### src/design/tlr_pkg.sv
package tlr_pkg;

  localparam int CoordBits  = 12;
  localparam int OutBits    = CoordBits + 1;
  localparam int ColorBits  = 24;
  localparam int RadBits    = 3;
  localparam int BrushBits  = 4;
  localparam int ErrBits    = CoordBits + 2;
  localparam int RegBits    = 12;
  localparam int CfgIdxBits = 1;

  localparam logic [RadBits-1:0] MaxRadius = RadBits'(7);

  localparam logic [RegBits-1:0] ImageSizeReset = RegBits'(2048);

  localparam logic [CfgIdxBits-1:0] CfgImageWidth  = CfgIdxBits'(0);
  localparam logic [CfgIdxBits-1:0] CfgImageHeight = CfgIdxBits'(1);

  localparam logic CmdStart = 1'b0;
  localparam logic CmdTick  = 1'b1;

endpackage

### src/design/thick_line_rasterizer_core.sv
// Bresenham line rasterizer with a square brush. A start request (cmd 0) loads
// both endpoints, the color and the brush radius and returns an empty result
// (pixel_valid low, all fields zero). A tick (cmd 1) on an active line returns
// one pixel: the brush is walked row by row around the current line point,
// then the line either ends (last high) or takes one Bresenham step. Pixels
// outside image_width by image_height are returned with write_enable low; a
// size register of zero means 4096. Every request returns exactly one result
// in the cycle after it is taken, through a single output register; the block
// takes one request per clock while that register is empty or being drained.
// The image size registers may only be written while no result is pending.
module thick_line_rasterizer_core (
  input  logic                                  clk_i,
  input  logic                                  rst_ni,
  input  logic                                  cfg_we_i,
  input  logic [tlr_pkg::CfgIdxBits-1:0]        cfg_index_i,
  input  logic [tlr_pkg::RegBits-1:0]           cfg_data_i,
  input  logic                                  in_valid_i,
  output logic                                  in_ready_o,
  input  logic                                  cmd_i,
  input  logic signed [tlr_pkg::CoordBits-1:0]  start_x_i,
  input  logic signed [tlr_pkg::CoordBits-1:0]  start_y_i,
  input  logic signed [tlr_pkg::CoordBits-1:0]  end_x_i,
  input  logic signed [tlr_pkg::CoordBits-1:0]  end_y_i,
  input  logic [tlr_pkg::ColorBits-1:0]         line_color_i,
  input  logic [tlr_pkg::RadBits-1:0]           brush_radius_i,
  output logic                                  out_valid_o,
  input  logic                                  out_ready_i,
  output logic signed [tlr_pkg::OutBits-1:0]    pixel_x_o,
  output logic signed [tlr_pkg::OutBits-1:0]    pixel_y_o,
  output logic [tlr_pkg::ColorBits-1:0]         pixel_color_o,
  output logic                                  write_enable_o,
  output logic                                  pixel_valid_o,
  output logic                                  last_o
);

  localparam int CB = tlr_pkg::CoordBits;
  localparam int OB = tlr_pkg::OutBits;
  localparam int EB = tlr_pkg::ErrBits;
  localparam int BB = tlr_pkg::BrushBits;
  localparam int RB = tlr_pkg::RadBits;

  logic [tlr_pkg::RegBits-1:0] width_q, height_q;
  logic                        active_q, active_d;
  logic signed [CB-1:0]        pt_x_q, pt_x_d, pt_y_q, pt_y_d;
  logic signed [CB-1:0]        tgt_x_q, tgt_x_d, tgt_y_q, tgt_y_d;
  logic [CB-1:0]               dlt_x_q, dlt_x_d, dlt_y_q, dlt_y_d;
  logic                        neg_x_q, neg_x_d, neg_y_q, neg_y_d;
  logic signed [EB-1:0]        err_q, err_d;
  logic signed [BB-1:0]        bdx_q, bdx_d, bdy_q, bdy_d;
  logic [RB-1:0]               rad_q, rad_d;
  logic [tlr_pkg::ColorBits-1:0] col_q, col_d;

  logic                        out_valid_q;
  logic signed [OB-1:0]        px_q, px_d, py_q, py_d;
  logic [tlr_pkg::ColorBits-1:0] ocol_q, ocol_d;
  logic                        we_q, we_d, pv_q, pv_d, last_q, last_d;

  logic                        take;
  logic [RB-1:0]               rad_in;
  logic signed [OB-1:0]        px, py;
  logic [OB-1:0]               size_w, size_h;
  logic signed [BB:0]          bdx_inc, bdy_inc, rad_s;
  logic signed [EB:0]          e2;
  logic                        step_x, step_y;
  logic                        at_end;

  assign in_ready_o = !out_valid_q || out_ready_i;
  assign take       = in_valid_i && in_ready_o;

  assign rad_in  = (brush_radius_i > tlr_pkg::MaxRadius) ? tlr_pkg::MaxRadius : brush_radius_i;
  assign px      = OB'(pt_x_q) + OB'(bdx_q);
  assign py      = OB'(pt_y_q) + OB'(bdy_q);
  assign size_w  = {width_q == '0, width_q};
  assign size_h  = {height_q == '0, height_q};
  assign bdx_inc = (BB+1)'(bdx_q) + (BB+1)'(1);
  assign bdy_inc = (BB+1)'(bdy_q) + (BB+1)'(1);
  assign rad_s   = $signed({{(BB+1-RB){1'b0}}, rad_q});
  assign e2      = {err_q, 1'b0};
  assign step_x  = e2 > -$signed({{(EB+1-CB){1'b0}}, dlt_y_q});
  assign step_y  = e2 < $signed({{(EB+1-CB){1'b0}}, dlt_x_q});
  assign at_end  = (pt_x_q == tgt_x_q) && (pt_y_q == tgt_y_q);

  always_comb begin
    active_d = active_q;
    pt_x_d   = pt_x_q;
    pt_y_d   = pt_y_q;
    tgt_x_d  = tgt_x_q;
    tgt_y_d  = tgt_y_q;
    dlt_x_d  = dlt_x_q;
    dlt_y_d  = dlt_y_q;
    neg_x_d  = neg_x_q;
    neg_y_d  = neg_y_q;
    err_d    = err_q;
    bdx_d    = bdx_q;
    bdy_d    = bdy_q;
    rad_d    = rad_q;
    col_d    = col_q;
    px_d     = '0;
    py_d     = '0;
    ocol_d   = '0;
    we_d     = 1'b0;
    pv_d     = 1'b0;
    last_d   = 1'b0;
    if (cmd_i == tlr_pkg::CmdStart) begin
      active_d = 1'b1;
      pt_x_d   = start_x_i;
      pt_y_d   = start_y_i;
      tgt_x_d  = end_x_i;
      tgt_y_d  = end_y_i;
      dlt_x_d  = (end_x_i > start_x_i) ? CB'(end_x_i - start_x_i) : CB'(start_x_i - end_x_i);
      dlt_y_d  = (end_y_i > start_y_i) ? CB'(end_y_i - start_y_i) : CB'(start_y_i - end_y_i);
      neg_x_d  = !(start_x_i < end_x_i);
      neg_y_d  = !(start_y_i < end_y_i);
      err_d    = $signed(EB'(dlt_x_d)) - $signed(EB'(dlt_y_d));
      rad_d    = rad_in;
      bdx_d    = -$signed(BB'(rad_in));
      bdy_d    = -$signed(BB'(rad_in));
      col_d    = line_color_i;
    end else if (active_q) begin
      px_d   = px;
      py_d   = py;
      ocol_d = col_q;
      pv_d   = 1'b1;
      we_d   = !px[OB-1] && !py[OB-1] && ($unsigned(px) < size_w) && ($unsigned(py) < size_h);
      if (bdx_inc > rad_s) begin
        bdx_d = -$signed(BB'(rad_q));
        if (bdy_inc > rad_s) begin
          bdy_d = -$signed(BB'(rad_q));
          if (at_end) begin
            last_d   = 1'b1;
            active_d = 1'b0;
          end else begin
            err_d = err_q - (step_x ? $signed(EB'(dlt_y_q)) : '0)
                          + (step_y ? $signed(EB'(dlt_x_q)) : '0);
            if (step_x) begin
              pt_x_d = neg_x_q ? pt_x_q - CB'(1) : pt_x_q + CB'(1);
            end
            if (step_y) begin
              pt_y_d = neg_y_q ? pt_y_q - CB'(1) : pt_y_q + CB'(1);
            end
          end
        end else begin
          bdy_d = BB'(bdy_inc);
        end
      end else begin
        bdx_d = BB'(bdx_inc);
      end
    end
  end

  always_ff @(posedge clk_i or negedge rst_ni) begin
    if (!rst_ni) begin
      width_q  <= tlr_pkg::ImageSizeReset;
      height_q <= tlr_pkg::ImageSizeReset;
    end else if (cfg_we_i) begin
      unique case (cfg_index_i)
        tlr_pkg::CfgImageWidth:  width_q  <= cfg_data_i;
        tlr_pkg::CfgImageHeight: height_q <= cfg_data_i;
        default: ;
      endcase
    end
  end

  always_ff @(posedge clk_i or negedge rst_ni) begin
    if (!rst_ni) begin
      active_q <= 1'b0;
      pt_x_q   <= '0;
      pt_y_q   <= '0;
      tgt_x_q  <= '0;
      tgt_y_q  <= '0;
      dlt_x_q  <= '0;
      dlt_y_q  <= '0;
      neg_x_q  <= 1'b0;
      neg_y_q  <= 1'b0;
      err_q    <= '0;
      bdx_q    <= '0;
      bdy_q    <= '0;
      rad_q    <= '0;
      col_q    <= '0;
    end else if (take) begin
      active_q <= active_d;
      pt_x_q   <= pt_x_d;
      pt_y_q   <= pt_y_d;
      tgt_x_q  <= tgt_x_d;
      tgt_y_q  <= tgt_y_d;
      dlt_x_q  <= dlt_x_d;
      dlt_y_q  <= dlt_y_d;
      neg_x_q  <= neg_x_d;
      neg_y_q  <= neg_y_d;
      err_q    <= err_d;
      bdx_q    <= bdx_d;
      bdy_q    <= bdy_d;
      rad_q    <= rad_d;
      col_q    <= col_d;
    end
  end

  always_ff @(posedge clk_i or negedge rst_ni) begin
    if (!rst_ni) begin
      out_valid_q <= 1'b0;
    end else if (take) begin
      out_valid_q <= 1'b1;
    end else if (out_ready_i) begin
      out_valid_q <= 1'b0;
    end
  end

  always_ff @(posedge clk_i) begin
    if (take) begin
      px_q   <= px_d;
      py_q   <= py_d;
      ocol_q <= ocol_d;
      we_q   <= we_d;
      pv_q   <= pv_d;
      last_q <= last_d;
    end
  end

  assign out_valid_o    = out_valid_q;
  assign pixel_x_o      = px_q;
  assign pixel_y_o      = py_q;
  assign pixel_color_o  = ocol_q;
  assign write_enable_o = we_q;
  assign pixel_valid_o  = pv_q;
  assign last_o         = last_q;

endmodule

### config.mk
export PLATFORM = sky130hd
export DESIGN_NAME = thick_line_rasterizer_core
export DESIGN_NICKNAME = d
export VERILOG_FILES = /design/src/design/tlr_pkg.sv /design/src/design/thick_line_rasterizer_core.sv
export SDC_FILE = /design/constraint.sdc
export NUM_CORES = 1
export LEC_CHECK = 0
export ABC_AREA = 1
export BUFFER_PORTS_ARGS = -buffer_cell sky130_fd_sc_hd__buf_2
export CAP_MARGIN = 15
export CORE_ASPECT_RATIO = 1.5
export CORE_MARGIN = 10
export CORE_UTILIZATION = 60
export DETAILED_ROUTE_END_ITERATION = 10
export PLACE_DENSITY_LB_ADDON = 0.1
export SLEW_MARGIN = 20
export SYNTH_ARGS = -nofsm -noshare
export SYNTH_HDL_FRONTEND = slang
export SYNTH_SLANG_ARGS = --single-unit
### constraint.sdc
create_clock -name clk_i -period 4.9 [get_ports clk_i]
set_clock_uncertainty 0.2 [all_clocks]
set_input_delay 0.98 -clock clk_i [delete_from_list [all_inputs] [get_ports clk_i]]
set_output_delay 0.98 -clock clk_i [all_outputs]
set_load 0.02 [all_outputs]
==> results of run 1 <==
==> sequential cells by signal, indices dropped and copies added, names as in the netlist <==
signal	count
last_o	1
bdx_q	4
width_q	12
write_enable_o	1
dlt_x_q	12
tgt_x_q	12
pt_x_q	12
out_valid_o	1
pixel_color_o	24
height_q	12
neg_x_q	1
active_q	1
rad_q	3
bdy_q	4
pixel_valid_o	1
tgt_y_q	12
col_q	24
pixel_y_o	13
err_q	14
neg_y_q	1
pixel_x_o	13
pt_y_q	12
dlt_y_q	12
==> logic make-up after synthesis <==
kind of cell | Yosys count | synth area share
adder cells (fa/ha/maj) | 200 | 0.152
multiplexers | 1 | 0.000642
AO/OA/AOI/OAI | 337 | 0.103
buffers and inverters | 489 | 0.110
AND/OR/NAND/NOR | 1227 | 0.294
XOR/XNOR | 75 | 0.0375
flip-flops | 202 | 0.304
==> routing by layer <==
layer / wire length [µm] / vias to the layer above / share of wire / track usage
met4: 4610 / 0 / 0.082 / 0.208
met5: 0 / - / 0 / 0
met3: 2760 / 221 / 0.049 / 0.0375
met2: 28900 / 615 / 0.52 / 0.549
met1: 19800 / 8193 / 0.35 / 0.302
li1: - / 8490 / - / -
==> per-stage QoR <==
step	util	setup slack (ns)	total power, mW	hold WS, ns
4_1_cts	0.686	0.0173	12.7	0.309
6_report	0.707	0.138	14.0	0.310
2_1_floorplan	-	0.412	8.43	0.271
3_3_place_gp	0.661	0.0914	10.7	0.289
5_1_grt	0.707	-0.239	15.3	0.338
3_5_place_dp	0.661	-0.0537	10.9	0.301
==> power by group through the flow <==
| stage | combinational, mW | clock [mW] | sequential, mW |
|---|---|---|---|
| final | 9.57 | 1.66 | 2.79 |
| after global routing | 10.8 | 1.74 | 2.82 |
| after CTS | 8.23 | 1.67 | 2.76 |
| after detailed placement | 8.16 | 0 | 2.79 |
| after global placement | 7.95 | 0 | 2.78 |
| after floorplan | 5.73 | 0 | 2.70 |
==> worst paths after layout <==
kind	startpoint	end	slack (ns)	cells past startpoint
max in group asynchronous	rst_ni	dlt_y_q[10]	3.15	2
min	width_q[11]	width_q[11]	0.31	2
min in group asynchronous	rst_ni	height_q[7]	0.34	1
max reg2reg	dlt_y_q[0]	err_q[11]	0.14	30
max	dlt_y_q[0]	err_q[11]	0.14	30
min reg2reg	width_q[11]	width_q[11]	0.31	2
==> worst reg2reg max path, delay by kind of cell, from the launching register on <==
kind / cells / cell delay, ns
adder cells (fa/ha/maj): 3 / 1.03
flip-flops: 1 / 0.40
AO/OA/AOI/OAI: 1 / 0.17
XOR/XNOR: 1 / 0.15
AND/OR/NAND/NOR: 23 / 2.59
buffers and inverters: 2 / 0.19
==> synthesized netlist by cell type, types with 5 or more instances <==
cell | count | share of area
nand2_1 | 732 | 0.16
inv_1 | 431 | 0.092
nor2_1 | 203 | 0.043
nand3_1 | 196 | 0.056
ha_1 | 179 | 0.13
o21ai_0 | 164 | 0.047
dfrtp_1 | 147 | 0.21
a21oi_1 | 118 | 0.034
xor2_1 | 56 | 0.028
edfxtp_1 | 53 | 0.091
nand4_1 | 38 | 0.014
clkbuf_1 | 25 | 0.0054
fa_1 | 21 | 0.024
xnor2_1 | 19 | 0.0095
nor3_1 | 15 | 0.0043
o21bai_1 | 13 | 0.0056
buf_2 | 11 | 0.0031
o21ai_1 | 10 | 0.0029
nor4_1 | 9 | 0.0032
buf_6 | 8 | 0.0051
a21boi_0 | 7 | 0.0030
and2_1 | 7 | 0.0025
buf_1 | 7 | 0.0015
a21o_1 | 6 | 0.0026
nand2_4 | 6 | 0.0039
nand3b_1 | 6 | 0.0026
nand2_2 | 5 | 0.0018
o21a_1 | 5 | 0.0021
==> final cells by class <==
class                   instances  area, µm²
repair buffers                235       1420
multi-input cells            1841      10800
clock inverters                11        105
well taps                     390        488
fillers                      2454       8460
clock buffers                  26        607
flip-flops and latches        202       5320
inverters                     434       1630
==> repair_timing <==
action                     4_1_cts  5_1_grt
setup buffers                    0       10
resized for setup                1      132
setup endpoints to repair        7       12
cloned                           0        1
pin swaps                        0       59
hold buffers                     0        0
==> layout by cell type, fill, tap and decap left out, drive strengths merged, types with 53 or more instances in the layout <==
cell and instances:
inv 433, nand2 743, xor2 56, edfxtp 53, ha 179, a21oi 118, dfrtp 147, nor2 205
buf 235, nand3 201, o21ai 175
==> flow_summary.yaml, run 1 <==
worst_setup_path:
  path_common_cell: "nand2_1"
  cp-start-kind: "register"
  crit_family: "simple AND/OR/NAND/NOR gates"
  arrival_ns: 5.02
  crit_type: "register to register"
  critPathSlowestCell: "fa_1"
  cp_slowest_stage_delay_ns: 0.49
  worstPathRequired_ns: 5.16
  crit_buf_inv: 2
  worstPathMaxFanout: 5
  cp-end-kind: "register"
die:
  die_height_um: 229
  initial_core_util: 0.608
  std_cell_rows: 76
  die-area_mm2: 0.0366
  die-width_um: 160
  ios: 149
  core_mm2: 0.0288
sta:
  fin_crit_sh: 0.972
  slew_viol_final: 0
  post-route-min-period_ns: 4.76
  setup_viol: 0
  rsz0062_at_grt: "yes"
  relSlewSlack: 0.397
  hold_viol: 0
  max_freq_mhz: 210
  final.setup.tns_ns: 0
  tightest_slew_ns: 0.904
synthesis:
  syn_nets: 2825
  ys_warn_count: 0
  synthCells: 2531
  synth.distinct_cells: 48
  ys_seq_elements: 202
  synth_async_sr_flop_share: 0.738
  avgSynthCellArea_um2: 6.93
  synth-main-ff-cell: "dfrtp_1"
  syn_area_mm2: 0.0175
  synth_edf_count: 53
  yosysSeqAreaShare: 0.304
detailed_routing:
  drtIter0Drc: 1200
  drt_pass1_iterations: 5
  vias: 17519
  wl_um: 56100
  vias_per_cell: 5.58
  wl_per_cell_um: 17.9
  drc: 0
  ant_nets: 0
clock_tree:
  root_buffer: "clkbuf_16"
  clk_latency_ns: 0.52
  htree_levels: 1
  clkTransAtPathRegs_ns: 0.06
  cts_sinks: 202
  clock_path_buffers: 3
  cts_tree: "done"
  cts_made_buffers: 21
placed_design:
  dp_hpwl_um: 44400
  io_buffer_count: 148
  dp_cells: 3091
  place_area_mm2: 0.0191
  place.gp.congestion: 0.991
grt:
  grt_max_degree: 94
  first_global_vias: 17511
  grt_pass1_wl_um: 88700
  grt_usage: 0.297
  grt_antenna_before_repair: 0
  grt_overflow: 0
final_layout:
  final_area_mm2: 0.0204
  final_nets: 3029
  drive_gt1_frac: 0.143
  areaGrowthSynthToFinish_pct: 16.1
  layout.cells.non_filler: 3139
  insertedDiodeCount: 0
min_path:
  min_path_type: "register to register"
pwr:
  leakagePower_nw: 11.1
  combPwrFrac: 0.683
  p_sw_mw: 7.06
  peakVddDrop_uv: 1090
  power_density_mw_per_mm2: 688
  p_int_mw: 6.95
  swShare: 0.504
  seq_power_share: 0.199
  p_clk_frac: 0.118
job:
  drv_cap: 0
outcome:
  status: "complete, no violations"
(Power assumes the default switching activity.)
==> inputs of run 2 (changes only) <==
==> constraint.sdc (replaced) <==
create_clock -name clk_i -period 4.9 [get_ports clk_i]
set_clock_uncertainty 0.2 [all_clocks]
set_input_delay 0.245 -clock clk_i [delete_from_list [all_inputs] [get_ports clk_i]]
set_output_delay 0.245 -clock clk_i [all_outputs]
set_load 0.02 [all_outputs]
==> run 2 against run 1 <==
Compared with the run above: first-iteration DRC count increased by 11%; register-to-register slack hardly changed; critical path depth up 3; hold slack got worse by 0.28 ns; die area is the same.
==> flow_summary.yaml, run 2 (synthesis results as in run 1) <==
clock_tree:
  root_buffer: "clkbuf_16"
  cts_tree: "done"
  clkTransAtPathRegs_ns: 0.06
  htree_levels: 1
  cts_made_buffers: 22
  clock_path_buffers: 3
  clk_latency_ns: 0.53
  cts_sinks: 202
worst_setup_path:
  arrival_ns: 5.05
  worstPathRequired_ns: 5.18
  path_common_cell: "nand2_1"
  crit_type: "register to register"
  worstPathMaxFanout: 6
  cp_slowest_stage_delay_ns: 0.43
  critPathSlowestCell: "fa_1"
  cp-start-kind: "register"
  cp-end-kind: "register"
  r2r_cells: 33
die:
  ios: 149
  die_height_um: 229
  die-width_um: 160
  die-area_mm2: 0.0366
  initial_core_util: 0.608
  core_mm2: 0.0288
  std_cell_rows: 76
detailed_routing:
  wl_per_cell_um: 19.2
  vias: 18047
  drtIter0Drc: 1332
  drc: 0
  wl_um: 60900
  drt_pass1_iterations: 6
  vias_per_cell: 5.68
  ant_nets: 0
sta:
  slew_viol_final: 0
  tightest_slew_ns: 0.818
  setup_viol: 0
  max_freq_mhz: 210
  relSlewSlack: 0.455
  post-route-min-period_ns: 4.77
  fin_crit_sh: 0.974
  hold_viol: 0
  rsz0062_at_grt: "yes"
grt:
  grt_usage: 0.319
  grt_max_degree: 120
  grt_overflow: 0
  grt_pass1_wl_um: 94300
  grt_antenna_before_repair: 1
  first_global_vias: 18280
pwr:
  leakagePower_nw: 11.1
  peakVddDrop_uv: 636
  power_density_mw_per_mm2: 657
final_layout:
  multi_input_area_mm2: 0.0107
  drive_gt1_frac: 0.113
  fin_util: 0.718
  layout.cells.non_filler: 3176
  fill_cells: 2346
  seqCellArea_mm2: 0.00532
  final_nets: 3063
  areaGrowthSynthToFinish_pct: 18.0
  final_common_cell: "nand2_1"
  final_cell_mix: "nand2_1, inv_1, nand3_1, nor2_1, ha_1"
placed_design:
  dp_hpwl_um: 44500
  io_buffer_count: 148
  place.gp.congestion: 1.00
  dp_cells: 3044
job:
  drv_cap: 0
min_path:
  min_path_type: "input port to register"
  whs_path_depth: 5
outcome:
  status: "complete, no violations"
run 2: path summary, 6_finish.rpt:
path	from	end	slack [ns]
hold / removal	start_y_i[4]	pt_y_q[4]	0.03
setup reg to reg	dlt_y_q[1]	err_q[11]	0.13
max in group asynchronous	rst_ni	dlt_x_q[11]	3.28
min in group asynchronous	rst_ni	height_q[7]	0.12
hold reg to reg	tgt_y_q[2]	tgt_y_q[2]	0.31
setup / recovery	dlt_y_q[1]	err_q[11]	0.13
run 2: power breakdown:
group          leakage, nW  internal, mW  switching, mW
Combinational         8.46          3.52           5.66
Clock                0.323         0.884          0.705
Sequential            2.35          2.22          0.592
Total                 11.1          6.63           6.96
run 2: timing repair:
item                                    4_1_cts  5_1_grt
setup buffers                                 0        8
pin swaps                                     3       34
endpoints found under the setup margin        6       12
hold buffers                                 83        0
gates resized for setup                       6       94
endpoints found under the hold margin       160        0
run 2: worst max-delay path: cells and delay by family, from the launching register on:
kind	cells	cell delay [ns]
adders and majority gates	4	1.07
AOI/OAI and AO/OA	3	0.49
DFF	1	0.41
xor gates and xnor gates	1	0.17
buffers and inverters	6	0.65
and+or+nand+nor	19	1.72
run 2: per-layer routing:
metal,global-route usage,share of wire,wire (µm)
met5,0,0,0
met4,0.282,0.10,6340
met3,0.0461,0.058,3500
met2,0.585,0.51,31000
met1,0.303,0.33,20000
run 2: area by class of cell:
type                       count  area share
timing repair buffer         269      0.0908
clock buffer                  32      0.0300
multi-input combinational   1840       0.517
clock inverter                 8     0.00254
inverter                     434      0.0788
tap                          390      0.0236
antenna                        1    0.000121
sequential                   202       0.257
run 2: through the flow:
step / instance area, µm² / hold WS, ns / TNS [ns] / total power [mW] / setup slack (ns)
after detailed placement: 18700 / 0.0903 / -0.170 / 10.8 / -0.0623
after global placement: 18700 / 0.0997 / 0 / 10.6 / 0.0914
final: 20700 / 0.0291 / 0 / 13.6 / 0.129
after floorplan: 17500 / -0.251 / 0 / 8.43 / 0.412
after global routing: 20700 / 0.0495 / -1.12 / 14.8 / -0.152
after CTS: 20200 / 0.0173 / 0 / 12.6 / 0.0194
==> inputs of run 3 (changes only) <==
--- a/config.mk
+++ b/config.mk
@@ -12,6 +12,7 @@
 export CORE_MARGIN = 10
 export CORE_UTILIZATION = 60
 export DETAILED_ROUTE_END_ITERATION = 10
+export GPL_TIMING_DRIVEN = 0
 export PLACE_DENSITY_LB_ADDON = 0.1
 export SLEW_MARGIN = 20
 export SYNTH_ARGS = -nofsm -noshare
==> run 3 against run 2 <==
Compared with the run above: the flow now finishes with violations (hold timing, setup timing); sequential share of layout area shrank 0.73 points; critical path depth down 1; clock power is 8% higher; register-to-register slack got worse by 0.29 ns; hold slack worse by 0.032 ns; sequential cell count unchanged; setup slack got worse by 0.29 ns.
==> flow_summary.yaml, run 3 (synthesis results as in run 1) <==
outcome:
  status: "finished, violations left"
  violations: "hold timing, setup timing"
grt:
  first_global_vias: 18259
  grt_overflow: 0
  grt_antenna_before_repair: 1
  grt_usage: 0.315
  grt_pass1_wl_um: 92900
  grt_max_degree: 94
final_layout:
  drive_gt1_frac: 0.127
  final_common_cell: "nand2_1"
  final_nets: 3118
  final_area_mm2: 0.0213
  layout.cells.non_filler: 3231
  areaGrowthSynthToFinish_pct: 21.4
  final_cell_mix: "nand2_1, inv_1, nand3_1, nor2_1, ha_1"
  fin_util: 0.739
  fill_cells: 2229
die:
  ios: 149
  die-area_mm2: 0.0366
  die-width_um: 160
  std_cell_rows: 76
  initial_core_util: 0.608
  die_height_um: 229
  core_mm2: 0.0288
detailed_routing:
  drt_pass1_iterations: 6
  wl_per_cell_um: 18.6
  wl_um: 60200
  vias_per_cell: 5.60
  vias: 18085
  drtIter0Drc: 1431
  ant_nets: 0
  drc: 0
placed_design:
  dp_cells: 3071
  place_ws_ns: -0.948
  place.gp.congestion: 0.993
  io_buffer_count: 148
  dp_hpwl_um: 45000
  place_area_mm2: 0.0188
min_path:
  min_path_type: "input port to register"
clock_tree:
  root_buffer: "clkbuf_16"
  clk_latency_ns: 0.53
  clkTransAtPathRegs_ns: 0.06
  clock_path_buffers: 3
  cts_sinks: 202
  cts_made_buffers: 22
  cts_tree: "done"
  htree_levels: 1
worst_setup_path:
  cp-start-kind: "register"
  crit_type: "register to register"
  worstPathMaxFanout: 5
  worstPathRequired_ns: 5.12
  arrival_ns: 5.27
  path_common_cell: "nand2_2"
  cp-end-kind: "register"
  critPathSlowestCell: "dfrtp_1"
  cp_slowest_stage_delay_ns: 0.43
pwr:
  power.total_mw: 14.0
  power_density_mw_per_mm2: 658
  peakVddDrop_uv: 871
  leakagePower_nw: 11.4
sta:
  rsz0062_at_grt: "yes"
  tightest_slew_ns: 0.945
  hold_ws_ns: -0.00242
  post-route-min-period_ns: 5.06
  relSlewSlack: 0.370
  max_freq_mhz: 198
  slew_viol_final: 0
  fin_ws_ns: -0.157
  fin_crit_sh: 1.03
  setup_viol: 9
  hold_viol: 1
job:
  drv_cap: 0
-- run 3: cell types whose count changed in the layout (fill, tap and decap cells not counted), sizes merged --
cell | previous run | this run
buf | 186 | 208
bufinv | 0 | 2
clkbuf | 32 | 55
clkinv | 5 | 8
clkinvlp | 2 | 0
dlygate4sd3 | 83 | 91
inv | 435 | 434
-- run 3: power by group --
| group | internal, mW | switching, mW | leakage (nW) |
|---|---|---|---|
| clock | 0.989 | 0.724 | 0.359 |
| sequential | 2.22 | 0.563 | 2.35 |
| combinational | 3.69 | 5.82 | 8.67 |
| total | 6.90 | 7.11 | 11.4 |
-- run 3: layer usage --
layer / up-vias / track usage / wire length (µm)
met2: 708 / 0.582 / 30900
met3: 270 / 0.0343 / 3080
met1: 8433 / 0.315 / 20900
li1: 8674 / - / -
met5: - / 0 / 0
met4: 0 / 0.242 / 5260
-- run 3: area by class of cell --
cell class                      count  area (µm²)  share of cell area
Multi-Input combinational cell   1840       10800               0.509
Sequential cell                   202        5320               0.250
Timing Repair Buffer              269        1970              0.0927
Inverter                          434        1630              0.0766
Clock buffer                       30         612              0.0288
Tap cell                          390         488              0.0229
Buffer                             55         310              0.0146
Clock inverter                     10         116             0.00547
Antenna cell                        1        2.50            0.000118
-- run 3: critical path: cells and delay by family, from the launching register on --
family,cells,cell delay [ns]
buffers and inverters,6,0.76
adder cells (fa/ha/maj),4,1.09
AO/OA/AOI/OAI,3,0.57
AND/OR/NAND/NOR,19,1.88
flip-flops,1,0.43
-- run 3: path summary, 6_finish.rpt --
kind | slack (ns) | endpoint | from | depth (start not counted)
setup reg to reg | -0.16 | err_q[9] | dlt_y_q[1] | 32
hold reg to reg | 0.31 | tgt_x_q[10] | tgt_x_q[10] | 2
hold / removal | -0.002 | pt_x_q[1] | start_x_i[1] | 5
setup / recovery | -0.16 | err_q[9] | dlt_y_q[1] | 32
max in group asynchronous | 3.63 | dlt_x_q[10] | rst_ni | 3
min in group asynchronous | 0.01 | height_q[6] | rst_ni | 2
-- run 3: timing repair --
action | CTS | global route
gates cloned | 1 | 0
setup endpoints to repair | 13 | 13
hold endpoints to repair | 246 | 0
pin swaps | 28 | 46
gates resized for setup | 105 | 41
hold buffers | 91 | 0
setup buffers | 21 | 6
-- run 3: per-stage QoR --
| step | TNS [ns] | hold WS (ns) |
|---|---|---|
| detailed placement | -8.88 | -0.00404 |
| finish | -0.886 | -0.00242 |
| global placement | -7.91 | 0.253 |
| global route | -3.04 | 0.0523 |
| floorplan | 0 | -0.251 |
| CTS | -0.0174 | 0.00270 |
